--- config.mk ---
export PLATFORM = sky130hd
export DESIGN_NAME = encoder_velocity_pid_motor_drive_flat
export DESIGN_NICKNAME = d
export VERILOG_FILES = /design/src/hdl/evpid_pkg.sv /design/src/hdl/evpid_ifs.sv /design/src/hdl/evpid_div.sv /design/src/hdl/encoder_velocity_pid_motor_drive.sv /design/src/flat_wrapper.sv
export SDC_FILE = /design/constraint.sdc
export NUM_CORES = 2
export LEC_CHECK = 0
export ABC_CLOCK_PERIOD_IN_PS = 10300
export BUFFER_PORTS_ARGS = -buffer_cell sky130_fd_sc_hd__buf_2
export CORE_ASPECT_RATIO = 1.25
export CORE_MARGIN = 2
export CORE_UTILIZATION = 60
export CTS_CLUSTER_DIAMETER = 50
export DETAILED_ROUTE_END_ITERATION = 16
export PLACE_DENSITY = 0.81
export SETUP_SLACK_MARGIN = 0.15
export SLEW_MARGIN = 10
export SYNTH_ARGS = -nofsm -noshare
export SYNTH_HDL_FRONTEND = slang
export SYNTH_SLANG_ARGS = --single-unit
--- constraint.sdc ---
create_clock -name clk_i -period 10.3 [get_ports clk_i]
set_clock_uncertainty 0.05 [all_clocks]
set_input_delay 2.575 -clock clk_i [delete_from_list [all_inputs] [get_ports clk_i]]
set_output_delay 2.575 -clock clk_i [all_outputs]
set_load 0.01 [all_outputs]
--- src/hdl/evpid_pkg.sv ---
// Package for the encoder velocity PID motor drive.
// Holds widths, constants, codes, state encoding and the divider bundle types.
// No dependencies.
`timescale 1ns / 1ps
`default_nettype none

package evpid_pkg;

  // Field widths.
  localparam int unsigned TIME_BITS  = 32;
  localparam int unsigned DUTY_BITS  = 8;
  localparam int unsigned GAIN_BITS  = 16;
  localparam int unsigned RPM_BITS   = 10;
  localparam int unsigned CPR_BITS   = 16;
  localparam int unsigned SPEED_BITS = 9;
  localparam int unsigned POS_BITS   = 32;
  localparam int unsigned CFG_IDX_BITS  = 3;
  localparam int unsigned CFG_DATA_BITS = 16;

  // PID datapath widths.
  localparam int unsigned ERR_BITS   = 11;
  localparam int unsigned DELTA_BITS = 12;
  localparam int unsigned SUM_BITS   = 8;
  localparam int unsigned PROD_BITS  = GAIN_BITS + DELTA_BITS;
  localparam int unsigned ACC_BITS   = PROD_BITS + 2;

  // Speed scaling: rpm = RPM_NUM / interval / counts_per_rev.
  localparam int unsigned NUM_BITS = 26;
  localparam logic [NUM_BITS-1:0] RPM_NUM = NUM_BITS'(60000000);
  localparam logic [SPEED_BITS-1:0] SPEED_MAX = SPEED_BITS'(500);
  localparam logic signed [DELTA_BITS-1:0] SUM_HI = DELTA_BITS'(100);
  localparam logic signed [DELTA_BITS-1:0] SUM_LO = -DELTA_BITS'(100);
  localparam int unsigned DIV_CNT_BITS = $clog2(NUM_BITS + 1);

  // Item operation codes.
  typedef enum logic [1:0] {
    OP_EDGE_A = 2'd0,
    OP_EDGE_B = 2'd1,
    OP_UPDATE = 2'd2,
    OP_NONE   = 2'd3
  } op_e;

  // Configuration register indexes.
  typedef enum logic [CFG_IDX_BITS-1:0] {
    CFG_GAIN_P     = 3'd0,
    CFG_GAIN_I     = 3'd1,
    CFG_GAIN_D     = 3'd2,
    CFG_TARGET_RPM = 3'd3,
    CFG_DUTY_LIMIT = 3'd4,
    CFG_REVERSE    = 3'd5,
    CFG_CPR        = 3'd6
  } cfg_idx_e;

  // Sequencer states, one-hot.
  typedef enum logic [9:0] {
    ST_IDLE  = 10'b00_0000_0001,
    ST_SETUP = 10'b00_0000_0010,
    ST_DIV1  = 10'b00_0000_0100,
    ST_DIV2  = 10'b00_0000_1000,
    ST_ERR   = 10'b00_0001_0000,
    ST_MAC_P = 10'b00_0010_0000,
    ST_MAC_I = 10'b00_0100_0000,
    ST_MAC_D = 10'b00_1000_0000,
    ST_DRIVE = 10'b01_0000_0000,
    ST_DONE  = 10'b10_0000_0000
  } state_e;

  // Divider request and response.
  typedef struct packed {
    logic                 start;
    logic [NUM_BITS-1:0]  dividend;
    logic [TIME_BITS-1:0] divisor;
  } div_req_t;

  typedef struct packed {
    logic                done;
    logic [NUM_BITS-1:0] quotient;
  } div_rsp_t;

endpackage

`default_nettype wire

--- src/hdl/evpid_ifs.sv ---
// Channel interfaces for the encoder velocity PID motor drive.
// Item, result and configuration write channels; depends on evpid_pkg.
`timescale 1ns / 1ps
`default_nettype none

interface evpid_in_if;
  import evpid_pkg::*;
  logic                 valid;
  logic                 ready;
  logic [1:0]           operation;
  logic                 level_a;
  logic                 level_b;
  logic [TIME_BITS-1:0] time_us;
  modport source (output valid, operation, level_a, level_b, time_us, input ready);
  modport sink   (input valid, operation, level_a, level_b, time_us, output ready);
endinterface

interface evpid_out_if;
  import evpid_pkg::*;
  logic                         valid;
  logic                         ready;
  logic                         dir_a;
  logic                         dir_b;
  logic [DUTY_BITS-1:0]         pwm_duty;
  logic signed [POS_BITS-1:0]   position;
  logic [SPEED_BITS-1:0]        speed_rpm;
  modport source (output valid, dir_a, dir_b, pwm_duty, position, speed_rpm, input ready);
  modport sink   (input valid, dir_a, dir_b, pwm_duty, position, speed_rpm, output ready);
endinterface

interface evpid_cfg_if;
  import evpid_pkg::*;
  logic                     valid;
  logic                     ready;
  logic [CFG_IDX_BITS-1:0]  index;
  logic [CFG_DATA_BITS-1:0] data;
  modport source (output valid, index, data, input ready);
  modport sink   (input valid, index, data, output ready);
endinterface

`default_nettype wire

--- src/hdl/evpid_div.sv ---
// Iterative restoring divider, one quotient bit per cycle.
// Used twice per control update with a nonzero edge interval, for the speed scaling; depends on evpid_pkg.
`timescale 1ns / 1ps
`default_nettype none

module evpid_div (
  input  wire                clk_i,
  input  wire                rst_ni,
  input  evpid_pkg::div_req_t req_i,
  output evpid_pkg::div_rsp_t rsp_o
);
  import evpid_pkg::*;

  logic [NUM_BITS-1:0]     quo_q, quo_d;
  logic [TIME_BITS-1:0]    rem_q, rem_d;
  logic [TIME_BITS-1:0]    dvs_q, dvs_d;
  logic [DIV_CNT_BITS-1:0] cnt_q, cnt_d;
  logic                    done_q, done_d;
  logic [TIME_BITS:0]      trial;
  logic                    fits;

  // One restoring step: shift in the next dividend bit and try the subtract.
  always_comb begin
    trial  = {rem_q, quo_q[NUM_BITS-1]};
    fits   = trial >= {1'b0, dvs_q};
    quo_d  = quo_q;
    rem_d  = rem_q;
    dvs_d  = dvs_q;
    cnt_d  = cnt_q;
    done_d = 1'b0;
    if (req_i.start) begin
      quo_d = req_i.dividend;
      rem_d = '0;
      dvs_d = req_i.divisor;
      cnt_d = DIV_CNT_BITS'(NUM_BITS);
    end else if (cnt_q != '0) begin
      rem_d  = fits ? TIME_BITS'(trial - {1'b0, dvs_q}) : trial[TIME_BITS-1:0];
      quo_d  = {quo_q[NUM_BITS-2:0], fits};
      cnt_d  = cnt_q - DIV_CNT_BITS'(1);
      done_d = (cnt_q == DIV_CNT_BITS'(1));
    end
  end

  // Step counter and completion flag.
  always_ff @(posedge clk_i or negedge rst_ni) begin
    if (!rst_ni) begin
      cnt_q  <= '0;
      done_q <= 1'b0;
    end else begin
      cnt_q  <= cnt_d;
      done_q <= done_d;
    end
  end

  // Working registers.
  always_ff @(posedge clk_i) begin
    quo_q <= quo_d;
    rem_q <= rem_d;
    dvs_q <= dvs_d;
  end

  assign rsp_o.done     = done_q;
  assign rsp_o.quotient = quo_q;

endmodule

`default_nettype wire

--- src/hdl/encoder_velocity_pid_motor_drive.sv ---
// Top level of the encoder velocity PID motor drive.
// Depends on evpid_pkg, the channel interfaces and evpid_div.
//
// Usage:
//   cfg_i    : register writes (index, data); always ready, to be written while
//              the block is idle.
//   item_i   : one beat per encoder A edge, B edge, control update or no-op.
//   result_o : one beat per item with direction lines, duty, position, speed.
// Edge beats update the edge stamps, and A edges also the position count, in
// the accept cycle. Their result goes through the done state into the output
// register, and the next item can be taken once the sequencer is back in idle.
// A control update runs a sequencer around one shared restoring divider (two
// passes: numerator by edge interval, then by counts per revolution) and one
// shared 16x12 multiplier stepped through the three PID terms. Its steps are
// setup, the two divides, error, three multiply steps, drive and done; a zero
// edge interval skips the divider.
// item_i is ready only while the sequencer is idle, so one item is in work at
// a time. The result sits in an output register; the next item is accepted
// while it waits. If the receiver stalls, a finished item holds in its last
// step until the output register frees up.
// Reset clears the architectural state, gains and target to zero, the duty
// limit to 255 and counts per revolution to 1; the bridge lines coast.
`timescale 1ns / 1ps
`default_nettype none

module encoder_velocity_pid_motor_drive (
  input  wire            clk_i,
  input  wire            rst_ni,
  evpid_cfg_if.sink      cfg_i,
  evpid_in_if.sink       item_i,
  evpid_out_if.source    result_o
);
  import evpid_pkg::*;

  // Configuration registers.
  logic signed [GAIN_BITS-1:0] gain_p_q, gain_i_q, gain_d_q;
  logic [RPM_BITS-1:0]         target_q;
  logic [DUTY_BITS-1:0]        limit_q;
  logic                        reverse_q;
  logic [CPR_BITS-1:0]         cpr_q;

  // Block state.
  state_e                      state_q, state_d;
  logic [POS_BITS-1:0]         pos_q, pos_d;
  logic [TIME_BITS-1:0]        latest_q, latest_d, prev_q, prev_d;
  logic signed [ERR_BITS-1:0]  last_err_q, last_err_d;
  logic signed [SUM_BITS-1:0]  sum_q, sum_d;
  logic [SPEED_BITS-1:0]       speed_q, speed_d;
  logic [1:0]                  lines_q, lines_d;
  logic [DUTY_BITS-1:0]        duty_q, duty_d;

  // PID working registers.
  logic signed [ERR_BITS-1:0]   err_q, err_d;
  logic signed [DELTA_BITS-1:0] delta_q, delta_d;
  logic signed [ACC_BITS-1:0]   acc_q, acc_d;

  // Output register.
  logic                   out_valid_q, out_valid_d;
  logic [1:0]             out_lines_q;
  logic [DUTY_BITS-1:0]   out_duty_q;
  logic [POS_BITS-1:0]    out_pos_q;
  logic [SPEED_BITS-1:0]  out_speed_q;
  logic                   out_load;

  // Combinational helpers.
  logic                         in_fire;
  logic [TIME_BITS-1:0]         dt;
  logic [CPR_BITS-1:0]          cpr_eff;
  logic signed [ERR_BITS-1:0]   err_w;
  logic signed [DELTA_BITS-1:0] delta_w, sum_raw;
  logic signed [GAIN_BITS-1:0]  mul_a;
  logic signed [DELTA_BITS-1:0] mul_b;
  logic signed [PROD_BITS-1:0]  prod;
  logic [ACC_BITS-1:0]          mag;
  div_req_t                     div_req;
  div_rsp_t                     div_rsp;

  evpid_div u_div (
    .clk_i  (clk_i),
    .rst_ni (rst_ni),
    .req_i  (div_req),
    .rsp_o  (div_rsp)
  );

  assign in_fire      = item_i.valid && item_i.ready;
  assign item_i.ready = (state_q == ST_IDLE);
  assign cfg_i.ready  = 1'b1;
  assign out_load     = (state_q == ST_DONE) && (!out_valid_q || result_o.ready);

  // Speed and error arithmetic.
  assign dt      = latest_q - prev_q;
  assign cpr_eff = (cpr_q == '0) ? CPR_BITS'(1) : cpr_q;
  assign err_w   = $signed({1'b0, target_q}) - $signed({2'b00, speed_q});
  assign delta_w = $signed({err_w[ERR_BITS-1], err_w})
                 - $signed({last_err_q[ERR_BITS-1], last_err_q});
  assign sum_raw = $signed({{(DELTA_BITS-SUM_BITS){sum_q[SUM_BITS-1]}}, sum_q})
                 + $signed({err_w[ERR_BITS-1], err_w});

  // Shared multiplier, operands picked by the sequencer step.
  always_comb begin
    unique case (state_q)
      ST_MAC_P: begin
        mul_a = gain_p_q;
        mul_b = $signed({err_q[ERR_BITS-1], err_q});
      end
      ST_MAC_I: begin
        mul_a = gain_i_q;
        mul_b = $signed({{(DELTA_BITS-SUM_BITS){sum_q[SUM_BITS-1]}}, sum_q});
      end
      default: begin
        mul_a = gain_d_q;
        mul_b = delta_q;
      end
    endcase
  end
  assign prod = mul_a * mul_b;
  assign mag  = acc_q[ACC_BITS-1] ? ACC_BITS'(-acc_q) : ACC_BITS'(acc_q);

  // Sequencer and state update.
  always_comb begin
    state_d    = state_q;
    pos_d      = pos_q;
    latest_d   = latest_q;
    prev_d     = prev_q;
    last_err_d = last_err_q;
    sum_d      = sum_q;
    speed_d    = speed_q;
    lines_d    = lines_q;
    duty_d     = duty_q;
    err_d      = err_q;
    delta_d    = delta_q;
    acc_d      = acc_q;
    div_req.start    = 1'b0;
    div_req.dividend = RPM_NUM;
    div_req.divisor  = dt;
    unique case (state_q)
      ST_IDLE: begin
        if (in_fire) begin
          unique case (op_e'(item_i.operation))
            OP_EDGE_A: begin
              pos_d    = (item_i.level_a != item_i.level_b) ?
                         pos_q + POS_BITS'(1) : pos_q - POS_BITS'(1);
              prev_d   = latest_q;
              latest_d = item_i.time_us;
              state_d  = ST_DONE;
            end
            OP_EDGE_B: begin
              prev_d   = latest_q;
              latest_d = item_i.time_us;
              state_d  = ST_DONE;
            end
            OP_UPDATE: state_d = ST_SETUP;
            default:   state_d = ST_DONE;
          endcase
        end
      end
      ST_SETUP: begin
        // A zero interval reads as full speed without dividing.
        if (dt == '0) begin
          speed_d = SPEED_MAX;
          state_d = ST_ERR;
        end else begin
          div_req.start = 1'b1;
          state_d       = ST_DIV1;
        end
      end
      ST_DIV1: begin
        if (div_rsp.done) begin
          div_req.start    = 1'b1;
          div_req.dividend = div_rsp.quotient;
          div_req.divisor  = {{(TIME_BITS-CPR_BITS){1'b0}}, cpr_eff};
          state_d          = ST_DIV2;
        end
      end
      ST_DIV2: begin
        if (div_rsp.done) begin
          speed_d = (div_rsp.quotient > NUM_BITS'(SPEED_MAX)) ?
                    SPEED_MAX : div_rsp.quotient[SPEED_BITS-1:0];
          state_d = ST_ERR;
        end
      end
      ST_ERR: begin
        // Error, change of error and the clamped error sum.
        err_d      = err_w;
        delta_d    = delta_w;
        last_err_d = err_w;
        if (sum_raw > SUM_HI) begin
          sum_d = SUM_BITS'(SUM_HI);
        end else if (sum_raw < SUM_LO) begin
          sum_d = SUM_BITS'(SUM_LO);
        end else begin
          sum_d = sum_raw[SUM_BITS-1:0];
        end
        acc_d   = '0;
        state_d = ST_MAC_P;
      end
      ST_MAC_P, ST_MAC_I, ST_MAC_D: begin
        acc_d = acc_q + $signed({{(ACC_BITS-PROD_BITS){prod[PROD_BITS-1]}}, prod});
        unique case (state_q)
          ST_MAC_P: state_d = ST_MAC_I;
          ST_MAC_I: state_d = ST_MAC_D;
          default:  state_d = ST_DRIVE;
        endcase
      end
      ST_DRIVE: begin
        // Sign picks the bridge direction, zero coasts.
        if (acc_q[ACC_BITS-1]) begin
          lines_d = reverse_q ? 2'b01 : 2'b10;
        end else if (acc_q != '0) begin
          lines_d = reverse_q ? 2'b10 : 2'b01;
        end else begin
          lines_d = 2'b00;
        end
        duty_d  = (mag > {{(ACC_BITS-DUTY_BITS){1'b0}}, limit_q}) ?
                  limit_q : mag[DUTY_BITS-1:0];
        state_d = ST_DONE;
      end
      ST_DONE: begin
        if (out_load) state_d = ST_IDLE;
      end
      default: state_d = ST_IDLE;
    endcase
  end

  // Output register handshake.
  always_comb begin
    out_valid_d = out_valid_q;
    if (result_o.ready) out_valid_d = 1'b0;
    if (out_load) out_valid_d = 1'b1;
  end

  // Control and architectural state.
  always_ff @(posedge clk_i or negedge rst_ni) begin
    if (!rst_ni) begin
      state_q     <= ST_IDLE;
      pos_q       <= '0;
      latest_q    <= '0;
      prev_q      <= '0;
      last_err_q  <= '0;
      sum_q       <= '0;
      speed_q     <= '0;
      lines_q     <= '0;
      duty_q      <= '0;
      out_valid_q <= 1'b0;
    end else begin
      state_q     <= state_d;
      pos_q       <= pos_d;
      latest_q    <= latest_d;
      prev_q      <= prev_d;
      last_err_q  <= last_err_d;
      sum_q       <= sum_d;
      speed_q     <= speed_d;
      lines_q     <= lines_d;
      duty_q      <= duty_d;
      out_valid_q <= out_valid_d;
    end
  end

  // Configuration registers.
  always_ff @(posedge clk_i or negedge rst_ni) begin
    if (!rst_ni) begin
      gain_p_q  <= '0;
      gain_i_q  <= '0;
      gain_d_q  <= '0;
      target_q  <= '0;
      limit_q   <= '1;
      reverse_q <= 1'b0;
      cpr_q     <= CPR_BITS'(1);
    end else if (cfg_i.valid && cfg_i.ready) begin
      unique case (cfg_idx_e'(cfg_i.index))
        CFG_GAIN_P:     gain_p_q  <= $signed(cfg_i.data[GAIN_BITS-1:0]);
        CFG_GAIN_I:     gain_i_q  <= $signed(cfg_i.data[GAIN_BITS-1:0]);
        CFG_GAIN_D:     gain_d_q  <= $signed(cfg_i.data[GAIN_BITS-1:0]);
        CFG_TARGET_RPM: target_q  <= cfg_i.data[RPM_BITS-1:0];
        CFG_DUTY_LIMIT: limit_q   <= cfg_i.data[DUTY_BITS-1:0];
        CFG_REVERSE:    reverse_q <= cfg_i.data[0];
        CFG_CPR:        cpr_q     <= cfg_i.data[CPR_BITS-1:0];
        default: ;
      endcase
    end
  end

  // PID working registers and the output payload.
  always_ff @(posedge clk_i) begin
    err_q   <= err_d;
    delta_q <= delta_d;
    acc_q   <= acc_d;
    if (out_load) begin
      out_lines_q <= lines_q;
      out_duty_q  <= duty_q;
      out_pos_q   <= pos_q;
      out_speed_q <= speed_q;
    end
  end

  assign result_o.valid     = out_valid_q;
  assign result_o.dir_a     = out_lines_q[0];
  assign result_o.dir_b     = out_lines_q[1];
  assign result_o.pwm_duty  = out_duty_q;
  assign result_o.position  = $signed(out_pos_q);
  assign result_o.speed_rpm = out_speed_q;

  // An accepted item always leaves the idle state on the next cycle.
  a_accept_busy: assert property (@(posedge clk_i) disable iff (!rst_ni)
    in_fire |=> state_q != ST_IDLE)
    else $error("accepted item did not start the sequencer");

  // The divider only finishes while the sequencer waits for it.
  a_div_owner: assert property (@(posedge clk_i) disable iff (!rst_ni)
    div_rsp.done |-> (state_q == ST_DIV1 || state_q == ST_DIV2))
    else $error("divider finished outside a divide step");

  // Speed and error sum stay within their clamps.
  a_clamps: assert property (@(posedge clk_i) disable iff (!rst_ni)
    speed_q <= SPEED_MAX && sum_q <= SUM_BITS'(SUM_HI) && sum_q >= SUM_BITS'(SUM_LO))
    else $error("speed or error sum out of range");

  // The bridge never drives both lines high.
  a_lines: assert property (@(posedge clk_i) disable iff (!rst_ni)
    lines_q != 2'b11)
    else $error("both bridge lines driven");

endmodule

`default_nettype wire

--- src/flat_wrapper.sv ---
// flat-port wrapper written by rule: the top's interface ports become plain ports
module encoder_velocity_pid_motor_drive_flat import evpid_pkg::*;
  (clk_i, rst_ni, cfg_i_valid, cfg_i_index, cfg_i_data, cfg_i_ready, item_i_valid, item_i_operation, item_i_level_a, item_i_level_b, item_i_time_us, item_i_ready, result_o_valid, result_o_dir_a, result_o_dir_b, result_o_pwm_duty, result_o_position, result_o_speed_rpm, result_o_ready);
  evpid_cfg_if cfg_i_i ();
  evpid_in_if item_i_i ();
  evpid_out_if result_o_i ();
  input  wire clk_i;
  input  wire rst_ni;
  input wire logic [$bits(cfg_i_i.valid)-1:0] cfg_i_valid;
  input wire logic [$bits(cfg_i_i.index)-1:0] cfg_i_index;
  input wire logic [$bits(cfg_i_i.data)-1:0] cfg_i_data;
  output wire logic [$bits(cfg_i_i.ready)-1:0] cfg_i_ready;
  input wire logic [$bits(item_i_i.valid)-1:0] item_i_valid;
  input wire logic [$bits(item_i_i.operation)-1:0] item_i_operation;
  input wire logic [$bits(item_i_i.level_a)-1:0] item_i_level_a;
  input wire logic [$bits(item_i_i.level_b)-1:0] item_i_level_b;
  input wire logic [$bits(item_i_i.time_us)-1:0] item_i_time_us;
  output wire logic [$bits(item_i_i.ready)-1:0] item_i_ready;
  output wire logic [$bits(result_o_i.valid)-1:0] result_o_valid;
  output wire logic [$bits(result_o_i.dir_a)-1:0] result_o_dir_a;
  output wire logic [$bits(result_o_i.dir_b)-1:0] result_o_dir_b;
  output wire logic [$bits(result_o_i.pwm_duty)-1:0] result_o_pwm_duty;
  output wire logic [$bits(result_o_i.position)-1:0] result_o_position;
  output wire logic [$bits(result_o_i.speed_rpm)-1:0] result_o_speed_rpm;
  input wire logic [$bits(result_o_i.ready)-1:0] result_o_ready;
  assign cfg_i_i.valid = cfg_i_valid;
  assign cfg_i_i.index = cfg_i_index;
  assign cfg_i_i.data = cfg_i_data;
  assign cfg_i_ready = cfg_i_i.ready;
  assign item_i_i.valid = item_i_valid;
  assign item_i_i.operation = item_i_operation;
  assign item_i_i.level_a = item_i_level_a;
  assign item_i_i.level_b = item_i_level_b;
  assign item_i_i.time_us = item_i_time_us;
  assign item_i_ready = item_i_i.ready;
  assign result_o_valid = result_o_i.valid;
  assign result_o_dir_a = result_o_i.dir_a;
  assign result_o_dir_b = result_o_i.dir_b;
  assign result_o_pwm_duty = result_o_i.pwm_duty;
  assign result_o_position = result_o_i.position;
  assign result_o_speed_rpm = result_o_i.speed_rpm;
  assign result_o_i.ready = result_o_ready;
  encoder_velocity_pid_motor_drive u_core (.clk_i(clk_i), .rst_ni(rst_ni), .cfg_i(cfg_i_i), .item_i(item_i_i), .result_o(result_o_i));
endmodule
==> results of run 1 <==
## layout by cell type, fill, tap and decap left out, types with 78 or more instances in the layout
cell type  synthesis  final
nand2_1          378    377
fa_1             221    221
o21ai_0          167    166
dfrtp_1          224    224
ha_1             214    214
nor2_1           254    253
inv_1            380    380
xnor2_1           78     78
a21oi_1          133    131
buf_2              1    111
mux2_2           145    145
edfxtp_1         162    162
## layout make-up
class	instances	area share (%)
Clock buffer	64	3.98
Inverter	381	4.10
Sequential cell	428	32.6
Timing Repair Buffer	138	2.20
Clock inverter	30	1.04
Antenna cell	1	0.00718
Multi-Input combinational cell	2299	53.6
Tap cell	672	2.41
## cell families after synthesis
family,count (synthesis)
other,1
and+or+nand+nor,941
buffers and inverters,486
DFF,428
xor gates and xnor gates,134
muxes,171
adders and majority gates,435
AOI/OAI and AO/OA,617
## routing by layer
metal / vias up / share of wire [%] / track usage (%)
met3: 189 / 5.5 / 4.29
met5: - / 0.090 / 0
met4: 10 / 3.8 / 11.5
met2: 762 / 51 / 53.0
li1: 11181 / - / -
met1: 11893 / 40 / 35.8
## stage by stage
step | setup WS (ns) | cell area [µm²] | hold WS (ns) | utilization, %
2_1_floorplan | 2.34 | 31800 | 0.375 | -
3_3_place_gp | 1.59 | 33100 | 0.383 | 62.9
3_5_place_dp | 1.17 | 33100 | 0.385 | 62.9
4_1_cts | 1.19 | 34800 | 0.400 | 66.2
5_1_grt | 0.719 | 34800 | 0.411 | 66.3
6_report | 1.34 | 34800 | 0.393 | 66.3
## worst max-delay path, stage by stage (launching register included)
cell and delay, ns:
dfrtp_1 0.41, nor2_1 0.21, nand2_1 0.08, nor3_1 0.41, nand2_1 0.20, nor3b_2 0.30, buf_4 0.37, nand2_1 0.20
nand3_1 0.50, nand2_1 0.18, fa_1 0.49, fa_1 0.56, inv_1 0.05, fa_1 0.48, fa_1 0.54, fa_1 0.58
fa_1 0.43, ha_1 0.36, a21o_1 0.17, a21oi_1 0.29, a31oi_1 0.20, o21ai_0 0.64, o21ai_0 0.35, a21o_1 0.25
a211oi_1 0.25, a2111oi_0 0.12
## worst paths after layout
| kind | start | to | slack [ns] | cells after the start |
|---|---|---|---|---|
| worst max register to register | u_core.state_q[2] | u_core.acc_q[22] | 1.34 | 25 |
| worst min register to register | u_core.speed_q[2] | u_core.result_o.speed_rpm[2] | 0.39 | 0 |
| max in group asynchronous | rst_ni | u_core.sum_q[7] | 6.74 | 2 |
| min in group asynchronous | rst_ni | u_core.latest_q[27] | 2.01 | 1 |
| worst min-delay path | u_core.speed_q[2] | u_core.result_o.speed_rpm[2] | 0.39 | 0 |
| worst max-delay path | u_core.state_q[2] | u_core.acc_q[22] | 1.34 | 25 |
## flip-flops by register name (all words and copies together), names as in the netlist, 11 cells and up
name,flops
u_core.gain_d_q,16
u_core.gain_i_q,16
u_core.delta_q,12
u_core.prev_q,32
u_core.u_div.quo_q,26
u_core.err_q,11
u_core.last_err_q,11
u_core.pos_q,32
u_core.gain_p_q,16
u_core.cpr_q,16
u_core.u_div.rem_q,32
u_core.result_o.position,32
u_core.acc_q,30
u_core.u_div.dvs_q,32
u_core.latest_q,32
==> out/results.txt, run 1 <==
Worst min-delay path class: flip-flop to flip-flop
Main flop type after synthesis: dfrtp_1
Clock Root Buffer: clkbuf_16
Total congestion overflow: 0
DRT iter0 DRCs: 1,761
Largest net degree at the start of global routing: 117
F_max: 112 MHz
Postcts setup bufs: 0
Post-synthesis compound-gate area fraction: 13.1%
Warnings from Yosys: 0
Share of flip-flops with an asynchronous set or reset: 54.7%
Post-CTS Hold Buffers: 0
Drt drc: 0
Std-Cell Rows: 94
Clock Latency Late Sink: 0.61 ns
CP Class: flip-flop to flip-flop
Main combinational cell family by area after synthesis: adder cells
CTS tree: done
Die Y: 262 µm
Tightest Pin Transition: 1.21 ns
Routed Antenna Nets: 0
Clock Path Buffers: 3
Cts repair resizes: 0
FF/Latch Area: 0.0114 mm²
Drt pass-1 iters: 5
Outcome: finished, final reports clean
Count leader, synth: inv_1
Synth Net Count: 3,708
Fillers: 3,938
Nets: 3,793
Setup crit end kind: flip-flop
Critical path required time: 10.58 ns
Slew Limit Fails: 0
Distinct cells, synth: 86
RePlAce Congestion: 0.945
Vias in the first global route: 25,325
Area grow syn2layout: 9.44%
Syn Inst Count: 3,213
Clock transition at path regs: 0.07 ns
Non-Filler Instances: 4,013
Post-synthesis mux area share: 5.95%
Seq/Total Area, Yosys: 35.7%
Post-synth top area share: 17.6%
Seq cells post-synth: 428
Starting Density: 60.6%
Fin Setup TNS: 0 ns
GRT Total Usage: 29.4%
Initial antenna violation count: 6
Footprint of the multi-input gates: 0.0187 mm²
Core ar.: 0.0526 mm²
First-pass GRT wire length: 129,000 µm
Max-Cap Viols: 0
Final worst path period need: 8.96 ns
Final setup fails: 0
Final Hold Fails: 0
Placed Cells: 3,918
Crit start category: flip-flop
Crit path arrival time: 9.24 ns
Vias: 24,035
Rel. slew slack: 19.1%
I/O pin count: 114
Post-Synth Adder-Cell Area: 22.3%
Proportion of layout cells with a drive suffix above 1: 13.0%
Period utilization: 87.0%
Vias per cell: 5.99
RSZ-0062 raised after global routing: no
Worst-path maximum fanout: 26
Num CTS Buffers: 50
Most frequent cells after synthesis: inv_1 (380), nand2_1 (378), nor2_1 (254)
Post-DP HPWL: 59,700 µm
Ranking of synthesized cells by area: dfrtp_1 (18%), edfxtp_1 (15%), fa_1 (14%)
IO Port Bufs: 112
EDFF count, synth: 162
Clk sinks: 428
Routed wire length: 78,900 µm
WL/cell: 19.7 µm
Die W: 210 µm
Max H-tree Level: 2
Xor/xnor share of the synthesized area: 3.69%
Biggest area consumer among synthesized cells: dfrtp_1
Post-Syn Area: 0.0318 mm²
Synth Area in Simple Gates: 13.4%
DIE AREA: 0.0549 mm²
Syn avg cell area: 9.91 µm²
Power of run 1 is left out: the tool's default activity adds up to more than one toggle a clock period on the data nets, which glitch-free logic cannot reach.
==> inputs of run 2 (changes only) <==
--- a/config.mk
+++ b/config.mk
@@ -8,11 +8,10 @@
 export ABC_CLOCK_PERIOD_IN_PS = 10300
 export BUFFER_PORTS_ARGS = -buffer_cell sky130_fd_sc_hd__buf_2
 export CORE_ASPECT_RATIO = 1.25
-export CORE_MARGIN = 2
 export CORE_UTILIZATION = 60
 export CTS_CLUSTER_DIAMETER = 50
 export DETAILED_ROUTE_END_ITERATION = 16
-export PLACE_DENSITY = 0.81
+export PLACE_DENSITY = 0.88
 export SETUP_SLACK_MARGIN = 0.15
 export SLEW_MARGIN = 10
 export SYNTH_ARGS = -nofsm -noshare
==> run 2 against run 1 <==
Clock-buffer cell count down 4. Global-route usage decreased by 0.62 points. Via count rose by 1.5%. Register-to-register slack worse by 0.46 ns. Hold slack improved by 0.0087 ns. Core utilization fell by 0.20 points. Flip-flop and latch count is the same. Non-clock buffer count grew 1. First-iteration DRC count grew 1.9%. Largest cell class unchanged.
==> out/results.txt, run 2 (same netlist as run 1, synthesis figures left out) <==
Max-Cap Viols: 0 (unchanged)
CTS tree: done (unchanged)
Fin Setup TNS: 0 ns (unchanged)
Crit path to: u_core.acc_q[22] (unchanged)
Crit-path cells: nor2_1, nand2_1, nor3_1, nand2_1, nor3b_2, nor2_1, a21oi_1, nand2b_1, fa_1, fa_1, inv_1, fa_1, fa_1, fa_1, fa_1, ha_1, nand3_1, o21bai_1, a31oi_1, o21ai_0, o21ai_0, a21o_1, a211oi_1, a2111oi_0
Core ar.: 0.0526 mm² (unchanged)
Num CTS Buffers: 49 (was 50)
Starting Density: 60.6% (unchanged)
Worst path slowest cell: a21oi_1 (was o21ai_0)
Proportion of layout cells with a drive suffix above 1: 12.9% (was 13.0%)
First-pass GRT wire length: 124,000 µm (was 129,000 µm)
Outcome: finished, final reports clean (unchanged)
CP dominant cell by count: fa_1 (unchanged)
Largest net degree at the start of global routing: 131 (was 117)
Routed wire length: 76,900 µm (was 78,900 µm)
Critical path required time: 10.58 ns (about the same)
RePlAce Congestion: 0.980 (was 0.945)
GRT Total Usage: 28.8% (was 29.4%)
Crit path arrival time: 9.70 ns (was 9.24 ns)
Tightest Pin Transition: 1.19 ns (was 1.21 ns)
Routed Antenna Nets: 0 (unchanged)
Clock Path Buffers: 3 (unchanged)
Commonest cells after routing, fill and taps aside: inv_1 (380), nand2_1 (377), nor2_1 (254) (was inv_1 (380), nand2_1 (377), nor2_1 (253))
Slew Limit Fails: 0 (unchanged)
Total congestion overflow: 0 (unchanged)
Final setup fails: 0 (unchanged)
Setup crit end kind: flip-flop (unchanged)
Period utilization: 91.5% (was 87.0%)
Slowest stage delay, CP: 0.81 ns (was 0.64 ns)
Die Y: 260 µm (was 262 µm)
Crit start category: flip-flop (unchanged)
DIE AREA: 0.0540 mm² (was 0.0549 mm²)
Area grow syn2layout: 9.12% (was 9.44%)
Fin util: 66.1% (was 66.3%)
Rel. slew slack: 20.6% (was 19.1%)
Std-Cell Rows: 94 (unchanged)
R2r endpoint: u_core.acc_q[22] (unchanged)
Vias per cell: 6.08 (was 5.99)
Initial antenna violation count: 2 (was 6)
Cell count of the worst reg-to-reg path: 24 (was 25)
R2R Setup Slk: 0.88 ns (was 1.34 ns)
Fillers: 3,737 (was 3,938)
Drt drc: 0 (unchanged)
Worst min-delay path class: flip-flop to flip-flop (unchanged)
Vias in the first global route: 24,600 (was 25,325)
CP Class: flip-flop to flip-flop (unchanged)
DRT iter0 DRCs: 1,794 (was 1,761)
Clk sinks: 428 (unchanged)
RSZ-0062 raised after global routing: no (unchanged)
Post-CTS Hold Buffers: 0 (unchanged)
Post-DP HPWL: 57,200 µm (was 59,700 µm)
Max H-tree Level: 2 (unchanged)
Clock Latency Late Sink: 0.62 ns (was 0.61 ns)
I/O pin count: 114 (unchanged)
Nets: 3,793 (unchanged)
Cts repair resizes: 0 (unchanged)
Crit path from: u_core.state_q[1] (was u_core.state_q[2])
IO Port Bufs: 112 (unchanged)
Antenna Cells: 0 (was 1)
Leading cell type in the layout, fill and taps excluded: inv_1 (unchanged)
Worst R2R Start: u_core.state_q[1] (was u_core.state_q[2])
Drt pass-1 iters: 6 (was 5)
Final worst path period need: 9.42 ns (was 8.96 ns)
Final Hold Fails: 0 (unchanged)
Worst-path maximum fanout: 11 (was 26)
Die W: 208 µm (was 210 µm)
F_max: 106 MHz (was 112 MHz)
WL/cell: 19.2 µm (was 19.7 µm)
Clock Root Buffer: clkbuf_16 (unchanged)
Clock transition at path regs: 0.07 ns (about the same)
Postcts setup bufs: 0 (unchanged)
Vias: 24,391 (was 24,035)
run 2: cell types whose count changed in the layout (fill, tap and decap cells not counted), moves of 2 or more:
cell,delta
clkbuf_8,-3
clkinv_4,+3
bufinv_16,-2
clkbuf_16,-2
clkinv_8,-2
clkinvlp_4,+2
run 2: worst max-delay path: cells and delay by family, from the launching register on:
| kind | cells | cell delay [ns] |
|---|---|---|
| buffers and inverters | 1 | 0.05 |
| and+or+nand+nor | 8 | 2.17 |
| adders and majority gates | 7 | 3.49 |
| AOI/OAI and AO/OA | 8 | 2.93 |
| DFF | 1 | 0.43 |
run 2: final cells by class:
type	count	area [µm²]	share of cell area, %
repair buffers	139	786	2.26
well taps	672	841	2.42
multi-input cells	2299	18700	53.7
clock inverters	32	345	0.994
flip-flops and latches	428	11400	32.7
clock buffers	60	1300	3.73
inverters	381	1430	4.12
run 2: worst min path at each step:
stage	from	endpoint	slack [ns]	cells past startpoint
after floorplan	u_core.lines_q[0]	u_core.out_lines_q[0]	0.37	0
after global placement	u_core.duty_q[1]	u_core.result_o.pwm_duty[1]	0.38	0
after detailed placement	u_core.duty_q[1]	u_core.result_o.pwm_duty[1]	0.39	0
after CTS	u_core.duty_q[1]	u_core.result_o.pwm_duty[1]	0.40	0
after global routing	u_core.duty_q[7]	u_core.result_o.pwm_duty[7]	0.42	0
final	u_core.duty_q[1]	u_core.result_o.pwm_duty[1]	0.40	0
run 2: stage by stage:
stage          hold WS [ns]  worst slack, ns  instances  area (µm²)
4_1_cts               0.401             1.12       4011       34700
6_report              0.402            0.880       4011       34700
5_1_grt               0.415            0.445       4011       34700
3_5_place_dp          0.386             1.27       3919       33100
3_3_place_gp          0.381             1.54       3919       33100
2_1_floorplan         0.375             2.34       3213       31800
run 2: layer usage:
metal	GRT usage, %	wire, µm
met1	35.6	30400
met2	49.0	37500
met3	5.11	5270
met4	13.8	3740
met5	0	13
Power of run 2 is left out for the same reason.
==> inputs of run 3 (changes only) <==
--- a/config.mk
+++ b/config.mk
@@ -5,13 +5,15 @@
 export SDC_FILE = /design/constraint.sdc
 export NUM_CORES = 2
 export LEC_CHECK = 0
+export ABC_AREA = 1
 export ABC_CLOCK_PERIOD_IN_PS = 10300
 export BUFFER_PORTS_ARGS = -buffer_cell sky130_fd_sc_hd__buf_2
 export CORE_ASPECT_RATIO = 1.25
+export CORE_MARGIN = 2
 export CORE_UTILIZATION = 60
 export CTS_CLUSTER_DIAMETER = 50
 export DETAILED_ROUTE_END_ITERATION = 16
-export PLACE_DENSITY = 0.88
+export PLACE_DENSITY = 0.87
 export SETUP_SLACK_MARGIN = 0.15
 export SLEW_MARGIN = 10
 export SYNTH_ARGS = -nofsm -noshare
==> constraint.sdc (replaced) <==
create_clock -name clk_i -period 10.3 [get_ports clk_i]
set_clock_uncertainty 0.05 [all_clocks]
set_input_delay 1.545 -clock clk_i [delete_from_list [all_inputs] [get_ports clk_i]]
set_output_delay 1.545 -clock clk_i [all_outputs]
set_load 0.01 [all_outputs]
==> run 3 against run 2 <==
Worst setup slack better by 0.52 ns. Hold slack got worse by 0.0050 ns. Sequential share of layout area shrank 1.6 points. Synthesized area up 6.0%. Critical path depth is 5 higher. Flip-flop and latch count unchanged. Routed wire length up 17%. Final area up 5.2%.
==> out/results.txt, run 3 <==
Worst path slowest cell: a221oi_2 (was a21oi_1)
Clk sinks: 428 (unchanged)
GRT Total Usage: 31.5% (was 28.8%)
Synth Net Count: 4,717 (was 3,708)
EDFF count, synth: 162 (unchanged)
Initial antenna violation count: 0 (was 2)
CP dominant cell by count: nand2_1 (was fa_1)
Seq cells post-synth: 428 (unchanged)
Post-synthesis mux area share: 0.0334% (was 5.95%)
Starting Density: 60.4% (was 60.6%)
Largest net degree at the start of global routing: 105 (was 131)
Die Y: 269 µm (was 260 µm)
F_max: 112 MHz (was 106 MHz)
Clock Latency Late Sink: 0.60 ns (was 0.62 ns)
Worst-path maximum fanout: 25 (was 11)
Leading cell type in the layout, fill and taps excluded: nand2_1 (was inv_1)
Count leader, synth: nand2_1 (was inv_1)
Antenna Cells: 0 (unchanged)
Seq/Total Area, Yosys: 33.7% (was 35.7%)
Fin Setup TNS: 0 ns (unchanged)
Post-CTS Hold Buffers: 0 (unchanged)
Vias per cell: 5.70 (was 6.08)
Max-Cap Viols: 0 (unchanged)
Setup crit end kind: flip-flop (unchanged)
Final Hold Fails: 0 (unchanged)
Warnings from Yosys: 0 (unchanged)
Period utilization: 86.4% (was 91.5%)
Std-Cell Rows: 97 (was 94)
Clock transition at path regs: 0.06 ns (was 0.07 ns)
Drt drc: 0 (unchanged)
Syn avg cell area: 7.99 µm² (was 9.91 µm²)
Postcts setup bufs: 0 (unchanged)
Max H-tree Level: 2 (unchanged)
Synth Area in Simple Gates: 23.1% (was 13.4%)
Syn Inst Count: 4,222 (was 3,213)
Outcome: finished, final reports clean (unchanged)
IO Port Bufs: 112 (unchanged)
Post-synthesis compound-gate area fraction: 9.64% (was 13.1%)
Post-Synth Adder-Cell Area: 21.1% (was 22.3%)
I/O pin count: 114 (unchanged)
Distinct cells, synth: 60 (was 86)
RSZ-0062 raised after global routing: no (unchanged)
Xor/xnor share of the synthesized area: 3.09% (was 3.69%)
Rel. slew slack: 24.5% (was 20.6%)
Crit start category: flip-flop (unchanged)
Ranking of synthesized cells by area: dfrtp_1 (17%), edfxtp_1 (14%), fa_1 (13%) (was dfrtp_1 (18%), edfxtp_1 (15%), fa_1 (14%))
Vias: 28,960 (was 24,391)
Slew Limit Fails: 0 (unchanged)
Critical path required time: 10.70 ns (was 10.58 ns)
Total congestion overflow: 0 (unchanged)
Post-Syn Area: 0.0337 mm² (was 0.0318 mm²)
Clock Root Buffer: clkbuf_16 (unchanged)
RePlAce Congestion: 1.01 (was 0.980)
WL/cell: 17.8 µm (was 19.2 µm)
Most frequent cells after synthesis: nand2_1 (1,102), inv_1 (711), nor2_1 (367) (was inv_1 (380), nand2_1 (378), nor2_1 (254))
Cts repair resizes: 0 (unchanged)
Biggest area consumer among synthesized cells: dfrtp_1 (unchanged)
Die W: 216 µm (was 208 µm)
Drt pass-1 iters: 6 (unchanged)
CP Class: flip-flop to flip-flop (unchanged)
CTS tree: done (unchanged)
DRT iter0 DRCs: 2,446 (was 1,794)
Core ar.: 0.0558 mm² (was 0.0526 mm²)
DIE AREA: 0.0582 mm² (was 0.0540 mm²)
Worst min-delay path class: flip-flop to flip-flop (unchanged)
Clock Path Buffers: 3 (unchanged)
Fillers: 4,503 (was 3,737)
Num CTS Buffers: 44 (was 49)
First-pass GRT wire length: 147,000 µm (was 124,000 µm)
Nets: 4,794 (was 3,793)
Post-synth top area share: 16.6% (was 17.6%)
Vias in the first global route: 29,106 (was 24,600)
Crit path arrival time: 9.30 ns (was 9.70 ns)
Final setup fails: 0 (unchanged)
Main combinational cell family by area after synthesis: simple AND/OR/NAND/NOR gates (was adder cells)
Routed Antenna Nets: 0 (unchanged)
Commonest cells after routing, fill and taps aside: nand2_1 (1,102), inv_1 (711), nor2_1 (365) (was inv_1 (380), nand2_1 (377), nor2_1 (254))
Slowest stage delay, CP: 0.93 ns (was 0.81 ns)
Share of flip-flops with an asynchronous set or reset: 54.7% (unchanged)
Final worst path period need: 8.90 ns (was 9.42 ns)
Routed wire length: 90,400 µm (was 76,900 µm)
Main flop type after synthesis: dfrtp_1 (unchanged)
Post-DP HPWL: 68,900 µm (was 57,200 µm)
Area grow syn2layout: 8.33% (was 9.12%)
Tightest Pin Transition: 1.13 ns (was 1.19 ns)
Proportion of layout cells with a drive suffix above 1: 7.43% (was 12.9%)
run 3: cell types whose count changed in the layout (fill, tap and decap cells not counted), sizes merged, moves of 39 or more:
cell,before,now
o21ai,168,232
inv,394,722
a21oi,134,227
nor2,254,381
nand3b,2,41
nand2,378,1107
mux2,145,1
nand3,42,189
run 3: layer usage:
layer  track usage [%]  share of wire (%)  wire length (µm)  vias to the layer above
met4              18.3                6.6              5920                        0
met3              4.91                7.2              6520                      375
met1              37.4                 37             33500                    13720
li1                  -                  -                 -                    13557
met5                 0                  0                 0                        -
met2              54.1                 49             44400                     1308
run 3: cell type report:
class                      instances  area [µm²]  area share, %
multi-input combinational       2973       19200           52.6
sequential                       428       11400           31.1
inverter                         720        2700           7.39
clock buffer                      53        1150           3.16
tap                              742         928           2.54
timing repair buffer             132         721           1.97
clock inverter                    29         433           1.18
run 3: through the flow:
step | worst slack, ns | hold WS (ns) | cell area [µm²] | cells | utilization, %
detailed placement | 1.55 | 0.382 | 35000 | 4995 | 62.6
global placement | 1.83 | 0.379 | 35000 | 4995 | 62.6
global route | 0.701 | 0.411 | 36500 | 5077 | 65.5
floorplan | 3.26 | 0.375 | 33700 | 4222 | -
CTS | 1.50 | 0.400 | 36500 | 5077 | 65.5
finish | 1.40 | 0.397 | 36500 | 5077 | 65.5
run 3: cell families after synthesis:
family,after synthesis
AOI/OAI and AO/OA,556
adders and majority gates,435
muxes,1
xor gates and xnor gates,119
DFF,428
buffers and inverters,821
and+or+nand+nor,1861
other,1
run 3: path summary, 6_finish.rpt:
| kind | startpoint | endpoint | slack (ns) | cells after the start |
|---|---|---|---|---|
| max | u_core.state_q[8] | u_core.acc_q[28] | 1.40 | 29 |
| min | u_core.duty_q[1] | u_core.result_o.pwm_duty[1] | 0.40 | 0 |
| max reg2reg | u_core.state_q[8] | u_core.acc_q[28] | 1.40 | 29 |
| min reg2reg | u_core.duty_q[1] | u_core.result_o.pwm_duty[1] | 0.40 | 0 |
| max in group asynchronous | rst_ni | u_core.gain_d_q[14] | 7.73 | 2 |
| min in group asynchronous | rst_ni | u_core.latest_q[11] | 0.94 | 1 |
run 3: critical path, delay by kind of cell (launching register included):
| kind | cells | cell delay [ns] |
|---|---|---|
| flops | 1 | 0.43 |
| simple gates | 16 | 3.01 |
| fa+ha+maj | 7 | 3.58 |
| buf+inv | 3 | 0.50 |
| compound gates | 3 | 1.17 |
Power of run 3 is left out for the same reason.
